===== src/hw/rtl/qsl_pkg.sv =====
// Shared types, token codes and character classes of the query string lexer.
`default_nettype none
package qsl_pkg;

   // width of a word length or buffer index (covers every legal word bound)
   localparam int LEN_W = 6;

   // token kinds
   localparam logic [3:0] K_COLON    = 4'd0;
   localparam logic [3:0] K_LPAREN   = 4'd1;
   localparam logic [3:0] K_RPAREN   = 4'd2;
   localparam logic [3:0] K_LBRACKET = 4'd3;
   localparam logic [3:0] K_RBRACKET = 4'd4;
   localparam logic [3:0] K_LBRACE   = 4'd5;
   localparam logic [3:0] K_RBRACE   = 4'd6;
   localparam logic [3:0] K_MINUS    = 4'd7;
   localparam logic [3:0] K_WORD     = 4'd8;
   localparam logic [3:0] K_AND      = 4'd9;
   localparam logic [3:0] K_OR       = 4'd10;
   localparam logic [3:0] K_NOT      = 4'd11;
   localparam logic [3:0] K_TO       = 4'd12;
   localparam logic [3:0] K_STAR     = 4'd13;
   localparam logic [3:0] K_EOF      = 4'd14;

   // what a held '-' resolves to ahead of the rest of the command
   localparam logic [1:0] PRE_NONE  = 2'd0;
   localparam logic [1:0] PRE_MINUS = 2'd1;
   localparam logic [1:0] PRE_DASH  = 2'd2;

   localparam logic [7:0] CH_DASH = 8'h2D;
   localparam logic [7:0] CH_STAR = 8'h2A;

   // one command from the classifier to the emitter, in emission order:
   // pre token, word flush (keyword or characters, then star), single token,
   // then a buffer write for the word being collected
   typedef struct packed {
      logic [1:0]       pre;
      logic             flush;
      logic             kw_hit;
      logic [3:0]       kw_kind;
      logic [LEN_W-1:0] wlen;
      logic             over;
      logic             star;
      logic             tok_en;
      logic [3:0]       tok_kind;
      logic             app_en;
      logic [7:0]       app_char;
      logic [LEN_W-1:0] app_idx;
   } cmd_type;

   // whitespace and NUL skipped at token start
   function automatic logic is_skip(input logic [7:0] c);
      return (c inside {8'h00, 8'h20, [8'h09:8'h0D]});
   endfunction

   function automatic logic is_punct(input logic [7:0] c);
      return (c inside {8'h3A, 8'h28, 8'h29, 8'h5B, 8'h5D, 8'h7B, 8'h7D});
   endfunction

   function automatic logic [3:0] punct_kind(input logic [7:0] c);
      logic [3:0] k;
      case (c)
         8'h3A:   k = K_COLON;
         8'h28:   k = K_LPAREN;
         8'h29:   k = K_RPAREN;
         8'h5B:   k = K_LBRACKET;
         8'h5D:   k = K_RBRACKET;
         8'h7B:   k = K_LBRACE;
         8'h7D:   k = K_RBRACE;
         default: k = K_COLON;
      endcase
      return k;
   endfunction

   // VT, FF and CR continue a word; NUL, space, tab, newline and punctuation end it
   function automatic logic is_word_char(input logic [7:0] c);
      return !(c inside {8'h00, 8'h20, 8'h09, 8'h0A}) && !is_punct(c);
   endfunction

endpackage
`default_nettype wire


===== src/hw/rtl/qsl_front.sv =====
// Front end: takes query bytes, tracks word state and issues emitter commands.
`default_nettype none
module qsl_front #(
   parameter int MAX_WORD = 32
) (
   input  wire logic             clock,
   input  wire logic             reset,
   input  wire logic [7:0]       req_ch,
   input  wire logic             req_end_mark,
   input  wire logic             req_push,
   output logic                  req_full,
   output qsl_pkg::cmd_type      cmd_data,
   output logic                  cmd_push,
   input  wire logic             cmd_full
);
   import qsl_pkg::*;

   logic             in_word_ff, in_word_in;
   logic             minus_ff, minus_in;
   logic [LEN_W-1:0] len_ff, len_in;
   logic             over_ff, over_in;
   logic [7:0]       final_ff, final_in;
   logic [7:0]       k0_ff, k0_in, k1_ff, k1_in, k2_ff, k2_in;

   logic             accept;
   logic             start_tok;
   logic             kw_and, kw_or, kw_not, kw_to, kw_hit;
   logic [3:0]       kw_kind;
   logic             star_w;
   cmd_type          cmd;

   assign accept   = req_push && !cmd_full;
   assign req_full = cmd_full;

   // match the held word against the keywords
   assign kw_and = (len_ff == LEN_W'(3)) && ({k0_ff, k1_ff, k2_ff} == "AND");
   assign kw_not = (len_ff == LEN_W'(3)) && ({k0_ff, k1_ff, k2_ff} == "NOT");
   assign kw_or  = (len_ff == LEN_W'(2)) && ({k0_ff, k1_ff} == "OR");
   assign kw_to  = (len_ff == LEN_W'(2)) && ({k0_ff, k1_ff} == "TO");
   assign kw_hit = !over_ff && (kw_and || kw_not || kw_or || kw_to);
   assign kw_kind = kw_and ? K_AND : kw_not ? K_NOT : kw_or ? K_OR : K_TO;
   assign star_w = !kw_hit && (final_ff == CH_STAR) && (over_ff || len_ff > LEN_W'(1));

   // classify the byte against the current word state
   always_comb begin
      in_word_in = in_word_ff;
      minus_in   = minus_ff;
      len_in     = len_ff;
      over_in    = over_ff;
      final_in   = final_ff;
      k0_in      = k0_ff;
      k1_in      = k1_ff;
      k2_in      = k2_ff;
      start_tok  = 1'b0;
      cmd        = '0;

      if (accept) begin
         if (req_end_mark) begin
            cmd.pre      = minus_ff ? PRE_DASH : PRE_NONE;
            cmd.flush    = in_word_ff;
            cmd.tok_en   = 1'b1;
            cmd.tok_kind = K_EOF;
            in_word_in   = 1'b0;
            minus_in     = 1'b0;
            len_in       = '0;
            over_in      = 1'b0;
            final_in     = '0;
         end else begin
            if (minus_ff) begin
               minus_in  = 1'b0;
               cmd.pre   = is_word_char(req_ch) ? PRE_MINUS : PRE_DASH;
               start_tok = 1'b1;
            end else if (in_word_ff) begin
               if (is_word_char(req_ch)) begin
                  // extend the word; past the bound only flag it
                  if (len_ff < LEN_W'(MAX_WORD)) begin
                     cmd.app_en   = 1'b1;
                     cmd.app_char = req_ch;
                     cmd.app_idx  = len_ff;
                     len_in       = len_ff + LEN_W'(1);
                     if (len_ff == LEN_W'(1)) k1_in = req_ch;
                     if (len_ff == LEN_W'(2)) k2_in = req_ch;
                  end else begin
                     over_in = 1'b1;
                  end
                  final_in = req_ch;
               end else begin
                  cmd.flush  = 1'b1;
                  in_word_in = 1'b0;
                  len_in     = '0;
                  over_in    = 1'b0;
                  final_in   = '0;
                  start_tok  = 1'b1;
               end
            end else begin
               start_tok = 1'b1;
            end

            // handle the byte at token start
            if (start_tok && !is_skip(req_ch)) begin
               if (is_punct(req_ch)) begin
                  cmd.tok_en   = 1'b1;
                  cmd.tok_kind = punct_kind(req_ch);
               end else if (req_ch == CH_DASH) begin
                  minus_in = 1'b1;
               end else begin
                  cmd.app_en   = 1'b1;
                  cmd.app_char = req_ch;
                  cmd.app_idx  = '0;
                  in_word_in   = 1'b1;
                  len_in       = LEN_W'(1);
                  over_in      = 1'b0;
                  final_in     = req_ch;
                  k0_in        = req_ch;
               end
            end
         end

         // attach what the flushed word needs
         cmd.kw_hit  = kw_hit;
         cmd.kw_kind = kw_kind;
         cmd.over    = over_ff;
         cmd.star    = cmd.flush && star_w;
         cmd.wlen    = (star_w && !over_ff) ? (len_ff - LEN_W'(1)) : len_ff;
      end
   end

   // drop commands that neither emit nor write
   assign cmd_data = cmd;
   assign cmd_push = accept &&
                     (cmd.pre != PRE_NONE || cmd.flush || cmd.tok_en || cmd.app_en);

   always_ff @(posedge clock) begin
      if (reset) begin
         in_word_ff <= 1'b0;
         minus_ff   <= 1'b0;
         len_ff     <= '0;
         over_ff    <= 1'b0;
         final_ff   <= '0;
      end else begin
         in_word_ff <= in_word_in;
         minus_ff   <= minus_in;
         len_ff     <= len_in;
         over_ff    <= over_in;
         final_ff   <= final_in;
      end
   end

   // first characters of the word, for keyword matching
   always_ff @(posedge clock) begin
      k0_ff <= k0_in;
      k1_ff <= k1_in;
      k2_ff <= k2_in;
   end

endmodule
`default_nettype wire


===== src/hw/rtl/qsl_cmd_fifo.sv =====
// Two-entry command queue between the front end and the emitter.
`default_nettype none
module qsl_cmd_fifo (
   input  wire logic             clock,
   input  wire logic             reset,
   input  wire qsl_pkg::cmd_type push_data,
   input  wire logic             push,
   output logic                  full,
   output qsl_pkg::cmd_type      pop_data,
   input  wire logic             pop,
   output logic                  empty
);
   import qsl_pkg::*;

   localparam int DEPTH = 2;
   localparam int PW    = $clog2(DEPTH);

   cmd_type         entry_ff [DEPTH];
   logic [PW-1:0]   wr_ptr_ff, wr_ptr_in;
   logic [PW-1:0]   rd_ptr_ff, rd_ptr_in;
   logic [PW:0]     count_ff, count_in;
   logic            do_push, do_pop;

   assign full     = (count_ff == (PW+1)'(DEPTH));
   assign empty    = (count_ff == '0);
   assign do_push  = push && !full;
   assign do_pop   = pop && !empty;
   assign pop_data = entry_ff[rd_ptr_ff];

   // advance pointers and occupancy
   always_comb begin
      wr_ptr_in = do_push ? wr_ptr_ff + PW'(1) : wr_ptr_ff;
      rd_ptr_in = do_pop  ? rd_ptr_ff + PW'(1) : rd_ptr_ff;
      count_in  = count_ff;
      if (do_push && !do_pop) count_in = count_ff + (PW+1)'(1);
      if (do_pop && !do_push) count_in = count_ff - (PW+1)'(1);
   end

   always_ff @(posedge clock) begin
      if (reset) begin
         wr_ptr_ff <= '0;
         rd_ptr_ff <= '0;
         count_ff  <= '0;
      end else begin
         wr_ptr_ff <= wr_ptr_in;
         rd_ptr_ff <= rd_ptr_in;
         count_ff  <= count_in;
      end
   end

   always_ff @(posedge clock) begin
      if (do_push) entry_ff[wr_ptr_ff] <= push_data;
   end

endmodule
`default_nettype wire


===== src/hw/rtl/qsl_back.sv =====
// Emitter: runs commands, holds the word buffer and drives the result register.
`default_nettype none
module qsl_back #(
   parameter int MAX_WORD = 32
) (
   input  wire logic             clock,
   input  wire logic             reset,
   input  wire qsl_pkg::cmd_type cmd_data,
   input  wire logic             cmd_empty,
   output logic                  cmd_pop,
   output logic [3:0]            rsp_kind,
   output logic [7:0]            rsp_text_byte,
   output logic                  rsp_word_start,
   output logic                  rsp_word_end,
   output logic                  rsp_truncated,
   output logic                  rsp_last,
   output logic                  rsp_empty,
   input  wire logic             rsp_pop
);
   import qsl_pkg::*;

   localparam int AW = $clog2(MAX_WORD);

   localparam logic [2:0] ST_IDLE = 3'd0;
   localparam logic [2:0] ST_PRE  = 3'd1;
   localparam logic [2:0] ST_KW   = 3'd2;
   localparam logic [2:0] ST_WORD = 3'd3;
   localparam logic [2:0] ST_STAR = 3'd4;
   localparam logic [2:0] ST_TOK  = 3'd5;
   localparam logic [2:0] ST_APP  = 3'd6;

   logic [2:0]    state_ff, state_in;
   cmd_type       cmd_ff, cmd_in;
   logic [AW-1:0] idx_ff, idx_in;
   logic [7:0]    rdata_ff;
   logic [7:0]    word_mem [MAX_WORD];

   logic          out_valid_ff, out_valid_in;
   logic [3:0]    kind_ff, kind_in;
   logic [7:0]    text_ff, text_in;
   logic          ws_ff, ws_in, we_ff, we_in, tr_ff, tr_in, last_ff, last_in;

   logic          can_load, emit;
   logic [2:0]    next_st;
   logic          last_flag, word_last;

   // phase that follows ph for command c
   function automatic logic [2:0] after_phase(input cmd_type c, input logic [2:0] ph);
      logic [2:0] s_app, s_tok, s_star, s_flush, r;
      s_app   = c.app_en ? ST_APP : ST_IDLE;
      s_tok   = c.tok_en ? ST_TOK : s_app;
      s_star  = c.star   ? ST_STAR : s_tok;
      s_flush = c.flush  ? (c.kw_hit ? ST_KW : ST_WORD) : s_star;
      case (ph)
         ST_IDLE: r = (c.pre != PRE_NONE) ? ST_PRE : s_flush;
         ST_PRE:  r = s_flush;
         ST_KW:   r = s_star;
         ST_WORD: r = s_star;
         ST_STAR: r = s_tok;
         ST_TOK:  r = s_app;
         default: r = ST_IDLE;
      endcase
      return r;
   endfunction

   assign can_load  = !out_valid_ff || rsp_pop;
   assign next_st   = after_phase(cmd_ff, state_ff);
   assign last_flag = (next_st == ST_IDLE) || (next_st == ST_APP);
   assign word_last = (LEN_W'(idx_ff) + LEN_W'(1)) == cmd_ff.wlen;

   // step through the phases of the held command
   always_comb begin
      state_in     = state_ff;
      cmd_in       = cmd_ff;
      idx_in       = '0;
      cmd_pop      = 1'b0;
      emit         = 1'b0;
      kind_in      = kind_ff;
      text_in      = '0;
      ws_in        = 1'b0;
      we_in        = 1'b0;
      tr_in        = 1'b0;
      last_in      = last_flag;

      case (state_ff)
         ST_IDLE: begin
            if (!cmd_empty) begin
               cmd_pop  = 1'b1;
               cmd_in   = cmd_data;
               state_in = after_phase(cmd_data, ST_IDLE);
            end
         end
         ST_PRE: begin
            emit = can_load;
            if (cmd_ff.pre == PRE_DASH) begin
               kind_in = K_WORD;
               text_in = CH_DASH;
               ws_in   = 1'b1;
               we_in   = 1'b1;
            end else begin
               kind_in = K_MINUS;
            end
            if (can_load) state_in = next_st;
         end
         ST_KW: begin
            emit    = can_load;
            kind_in = cmd_ff.kw_kind;
            if (can_load) state_in = next_st;
         end
         ST_WORD: begin
            idx_in  = idx_ff;
            emit    = can_load;
            kind_in = K_WORD;
            text_in = rdata_ff;
            ws_in   = (idx_ff == '0);
            we_in   = word_last;
            tr_in   = word_last && cmd_ff.over;
            last_in = word_last && last_flag;
            if (can_load) begin
               if (word_last) begin
                  state_in = next_st;
                  idx_in   = '0;
               end else begin
                  idx_in = idx_ff + AW'(1);
               end
            end
         end
         ST_STAR: begin
            emit    = can_load;
            kind_in = K_STAR;
            if (can_load) state_in = next_st;
         end
         ST_TOK: begin
            emit    = can_load;
            kind_in = cmd_ff.tok_kind;
            if (can_load) state_in = next_st;
         end
         ST_APP: begin
            state_in = ST_IDLE;
         end
         default: begin
            state_in = ST_IDLE;
         end
      endcase

      out_valid_in = emit || (out_valid_ff && !rsp_pop);
   end

   always_ff @(posedge clock) begin
      if (reset) begin
         state_ff     <= ST_IDLE;
         idx_ff       <= '0;
         out_valid_ff <= 1'b0;
      end else begin
         state_ff     <= state_in;
         idx_ff       <= idx_in;
         out_valid_ff <= out_valid_in;
      end
   end

   // hold the command and load the result register
   always_ff @(posedge clock) begin
      cmd_ff <= cmd_in;
      if (emit) begin
         kind_ff <= kind_in;
         text_ff <= text_in;
         ws_ff   <= ws_in;
         we_ff   <= we_in;
         tr_ff   <= tr_in;
         last_ff <= last_in;
      end
   end

   // word buffer: write the collected character, read ahead at the next index
   always_ff @(posedge clock) begin
      if (state_ff == ST_APP) word_mem[cmd_ff.app_idx[AW-1:0]] <= cmd_ff.app_char;
      rdata_ff <= word_mem[idx_in];
   end

   assign rsp_empty      = !out_valid_ff;
   assign rsp_kind       = kind_ff;
   assign rsp_text_byte  = text_ff;
   assign rsp_word_start = ws_ff;
   assign rsp_word_end   = we_ff;
   assign rsp_truncated  = tr_ff;
   assign rsp_last       = last_ff;

endmodule
`default_nettype wire


===== src/hw/rtl/query_string_lexer_top.sv =====
// Top level of the query string lexer: front end, command queue and emitter.
//
//   channel   direction  handshake         beat carries
//   req_      in         req_push/req_full ch, end_mark
//   rsp_      out        rsp_empty/rsp_pop kind, text_byte, word_start, word_end,
//                                          truncated, last
//
// The front end takes a byte whenever the command queue has room.
// The emitter fetches each command in its idle state, emits one result per cycle while
// rsp_pop keeps up, and writes a word character into the buffer in a state of its own.
// Reset is synchronous and clears control state; the word buffer is not cleared.
// A stalled result holds on the ports; the queue lets the front run ahead by two.
`default_nettype none
module query_string_lexer_top #(
   parameter int MAX_WORD = 32
) (
   input  wire logic        clock,
   input  wire logic        reset,
   input  wire logic [7:0]  req_ch,
   input  wire logic        req_end_mark,
   input  wire logic        req_push,
   output logic             req_full,
   output logic [3:0]       rsp_kind,
   output logic [7:0]       rsp_text_byte,
   output logic             rsp_word_start,
   output logic             rsp_word_end,
   output logic             rsp_truncated,
   output logic             rsp_last,
   output logic             rsp_empty,
   input  wire logic        rsp_pop
);
   import qsl_pkg::*;

   cmd_type push_cmd, pop_cmd;
   logic    cmd_push, cmd_full, cmd_pop, cmd_empty;

   qsl_front #(
      .MAX_WORD (MAX_WORD)
   ) u_front (
      .clock        (clock),
      .reset        (reset),
      .req_ch       (req_ch),
      .req_end_mark (req_end_mark),
      .req_push     (req_push),
      .req_full     (req_full),
      .cmd_data     (push_cmd),
      .cmd_push     (cmd_push),
      .cmd_full     (cmd_full)
   );

   qsl_cmd_fifo u_cmd_fifo (
      .clock     (clock),
      .reset     (reset),
      .push_data (push_cmd),
      .push      (cmd_push),
      .full      (cmd_full),
      .pop_data  (pop_cmd),
      .pop       (cmd_pop),
      .empty     (cmd_empty)
   );

   qsl_back #(
      .MAX_WORD (MAX_WORD)
   ) u_back (
      .clock          (clock),
      .reset          (reset),
      .cmd_data       (pop_cmd),
      .cmd_empty      (cmd_empty),
      .cmd_pop        (cmd_pop),
      .rsp_kind       (rsp_kind),
      .rsp_text_byte  (rsp_text_byte),
      .rsp_word_start (rsp_word_start),
      .rsp_word_end   (rsp_word_end),
      .rsp_truncated  (rsp_truncated),
      .rsp_last       (rsp_last),
      .rsp_empty      (rsp_empty),
      .rsp_pop        (rsp_pop)
   );

endmodule
`default_nettype wire


===== config.mk =====
export PLATFORM = sky130hd
export DESIGN_NAME = query_string_lexer_top
export DESIGN_NICKNAME = d
export VERILOG_FILES = /design/src/hw/rtl/qsl_pkg.sv /design/src/hw/rtl/qsl_front.sv /design/src/hw/rtl/qsl_cmd_fifo.sv /design/src/hw/rtl/qsl_back.sv /design/src/hw/rtl/query_string_lexer_top.sv
export SDC_FILE = /design/constraint.sdc
export NUM_CORES = 1
export LEC_CHECK = 0
export BUFFER_PORTS_ARGS = -buffer_cell sky130_fd_sc_hd__buf_2
export CORE_ASPECT_RATIO = 1.4
export CORE_MARGIN = 4
export CORE_UTILIZATION = 56
export DETAILED_ROUTE_END_ITERATION = 10
export PLACE_DENSITY = 0.75
export SKIP_CTS_REPAIR_TIMING = 1
export SYNTH_ARGS = -nofsm -noshare
export SYNTH_HDL_FRONTEND = slang
export SYNTH_SLANG_ARGS = --single-unit
export TNS_END_PERCENT = 20

===== constraint.sdc =====
create_clock -name clock -period 3.8 [get_ports clock]
set_input_delay 0.57 -clock clock [delete_from_list [all_inputs] [get_ports clock]]
set_output_delay 0.57 -clock clock [all_outputs]
set_load 0.1 [all_outputs]

==> results.py <==
metrics = {
    "hold_path": {
        "min_path_type": "input port to register",
        "min_to": "u_front.k1_ff[7]",
        "whs_path_depth": 1,
        "hold_start": "req_ch[7]",
    },
    "logic_synthesis": {
        "async_reset_ff_share_pct": 0,
        "syn_area_mm2": 0.0183,
        "syn_nets": 1277,
        "synthDistinctLibCells": 85,
        "yosys_warnings": 0,
        "synth-edff-count": 401,
        "yosys_register_bits": 440,
        "syn_area_per_cell_um2": 14.5,
        "synthCells": 1256,
        "ys_seq_area_share_pct": 70.3,
        "synthFlopType": "edfxtp_1",
    },
    "worst_setup_path": {
        "r2r-end": "u_back.rdata_ff[7]",
        "worstReg2RegStart": "u_back.idx_ff[1]",
        "slowest_stage": "a211oi_1",
        "cp-end-kind": "register",
        "critPathArrivalTime_ns": 3.91,
        "cp_slowest_stage_delay_ns": 0.55,
        "cp_max_fo": 30,
        "ff2ff_path_depth": 11,
        "path_cells": "ha_1 > nor3b_1 > o21ai_0 > a31oi_2 > o21ai_4 > a21boi_2 > buf_4 > a22oi_1 > a211oi_1 > a22oi_1 > o311ai_1",
        "cp.required_ns": 4.25,
        "crit_top_cell": "a22oi_1",
        "cp.depth": 11,
        "rrSetupSlack_ns": 0.34,
        "critPathLaunchType": "register",
        "crit_family": "compound AO/OA/AOI/OAI gates",
        "critPathKind": "register to register",
        "cp_num_buf_inv": 1,
    },
    "final_layout": {
        "fill_cells": 2313,
        "fin_nets": 1320,
        "num_antenna_cells": 0,
        "multi_input_comb_area_mm2": 0.00505,
        "syn2layout_area_growth_pct": 11.4,
        "regArea_mm2": 0.0128,
        "drive_gt1_share_pct": 15.4,
        "largest_reg_flops": 256,
    },
    "global_routing": {
        "grt_pass1_vias": 10936,
        "antenna_found_initial": 0,
        "grt_max_degree": 64,
        "grt_pass1_wl_um": 62100,
        "overflow": 0,
        "grt_usage_pct": 22.3,
    },
    "timing": {
        "finalMaxSlewViolations": 0,
        "final-setup-viol-count": 0,
        "setup_slack_ns": 0.344,
        "fmax_mhz": 289,
        "tightest_slew_ns": 1.25,
        "post-route-min-period_ns": 3.46,
        "hold_viol": 0,
        "setup_tns_ns": 0,
        "finalClockSkew_ns": 0.0242,
        "slew_headroom_pct": 14.5,
        "period_share_pct": 91.0,
        "rsz0062_at_grt": "false",
    },
    "drt": {
        "drcViolationCount": 0,
        "via_count": 10814,
        "wire_per_inst_um": 22.7,
        "dr.pass1.iters": 8,
        "drt_wl_total_um": 40200,
        "via_per_inst": 6.10,
        "drt_iter0_markers": 1197,
        "ant_nets": 0,
    },
    "placed_design": {
        "preCtsSetupSlack_ns": 0.396,
        "placement.io_buffers": 30,
        "gp_congestion": 0.915,
        "dp_hpwl_um": 26000,
    },
    "die": {
        "io_pins": 31,
        "start_util_pct": 56.5,
        "die-area_mm2": 0.0356,
        "fp.dieW_um": 161,
        "die_h_um": 222,
        "core-area_mm2": 0.0323,
        "rows": 78,
    },
    "run_status": {
        "status": "finished, final reports clean",
    },
    "cts": {
        "cts_buffer_depth": 3,
        "clk_latency_ns": 0.55,
        "clk_pin_slew_ns": 0.06,
        "cts.sinks": 440,
        "cts_buffers": 41,
        "cts_root_buf": "clkbuf_16",
        "cts-htree-levels": 2,
        "cts_tree": "yes",
    },
    "pwr": {
        "p_per_area_mw_per_mm2": 639,
        "total_leakage_power_nw": 6.48,
        "peakVddDrop_uv": 591,
    },
    "run": {
        "cap_viol_max_count": 0,
    },
}
where the power goes:
part           switching, mW  internal [mW]
combinational           1.71          0.534
clock                   1.70           2.41
sequential             0.437           6.20
total                   3.84           9.14
routing by layer:
layer  vias up  global-route usage, %  routed length [um]
met5         -                      0                   0
met4         0                   10.7                1980
met3       102                   3.05                1790
met2       340                   40.4               21600
met1      5392                   26.0               14800
li1       4980                      -                   -
logic make-up after synthesis:
logic type | Yosys count | share of synthesized area, %
compound gates | 247 | 10.4
xor+xnor | 13 | 0.624
fa+ha+maj | 8 | 0.548
buf+inv | 88 | 2.23
flops | 440 | 70.3
mux | 111 | 6.38
simple gates | 349 | 9.59
worst max path at each step:
| stage | startpoint | endpoint | slack, ns |
|---|---|---|---|
| 2_1_floorplan | req_ch[5] | u_cmd_fifo.entry_ff[0][0] | 0.06 |
| 3_3_place_gp | u_back.idx_ff[1] | u_back.rdata_ff[7] | 0.50 |
| 3_5_place_dp | u_back.idx_ff[1] | u_back.rdata_ff[7] | 0.40 |
| 4_1_cts | u_back.idx_ff[1] | u_back.rdata_ff[7] | 0.38 |
| 5_1_grt | u_back.idx_ff[1] | u_back.rdata_ff[1] | 0.24 |
| 6_report | u_back.idx_ff[1] | u_back.rdata_ff[7] | 0.34 |
per-stage QoR:
stage / total power [mW] / cell area (um2) / cells / utilization [%] / hold slack (ns)
2_1_floorplan: 8.21 / 18300 / 1256 / - / 0.427
3_3_place_gp: 8.89 / 19000 / 1696 / 58.7 / 0.447
3_5_place_dp: 8.97 / 19000 / 1696 / 58.7 / 0.448
4_1_cts: 13.1 / 20300 / 1772 / 62.9 / 0.370
5_1_grt: 13.4 / 20300 / 1772 / 62.9 / 0.393
6_report: 13.0 / 20300 / 1772 / 62.9 / 0.390
synthesized netlist by cell type, types with 17 or more instances:
| master | number | share of area [%] |
|---|---|---|
| nor2_1 | 117 | 2.4 |
| a21oi_1 | 29 | 0.80 |
| edfxtp_1 | 401 | 66 |
| a221oi_1 | 18 | 0.86 |
| a22oi_1 | 51 | 2.1 |
| and2_1 | 33 | 1.1 |
| nor3_1 | 20 | 0.55 |
| nand3_1 | 17 | 0.47 |
| a211oi_1 | 22 | 0.90 |
| inv_1 | 20 | 0.41 |
| nand2_1 | 70 | 1.4 |
| mux2_2 | 43 | 2.7 |
| mux2i_1 | 68 | 3.7 |
| clkbuf_1 | 41 | 0.84 |
| o21ai_0 | 38 | 1.0 |
| dfxtp_1 | 39 | 4.3 |
layout make-up:
type,instances,share of cell area (%)
Sequential cell,440,63.1
Clock inverter,15,0.800
Inverter,22,0.406
Tap cell,440,2.71
Clock buffer,61,5.92
Timing Repair Buffer,66,2.25
Multi-Input combinational cell,728,24.8
layout by cell type (no fill, tap or decap), drive strengths merged, types with 10 or more instances in the layout:
master / n
nand2: 71
buf: 66
o311ai: 10
a22oi: 51
nand4: 15
o21ai: 45
nor3: 21
clkbuf: 61
mux2: 43
inv: 22
and3: 10
nor2: 117
and2: 33
edfxtp: 401
a211oi: 23
mux2i: 68
nand3: 18
a21oi: 29
dfxtp: 39
a221oi: 25
No activity file was read; power rests on OpenSTA's default activity.
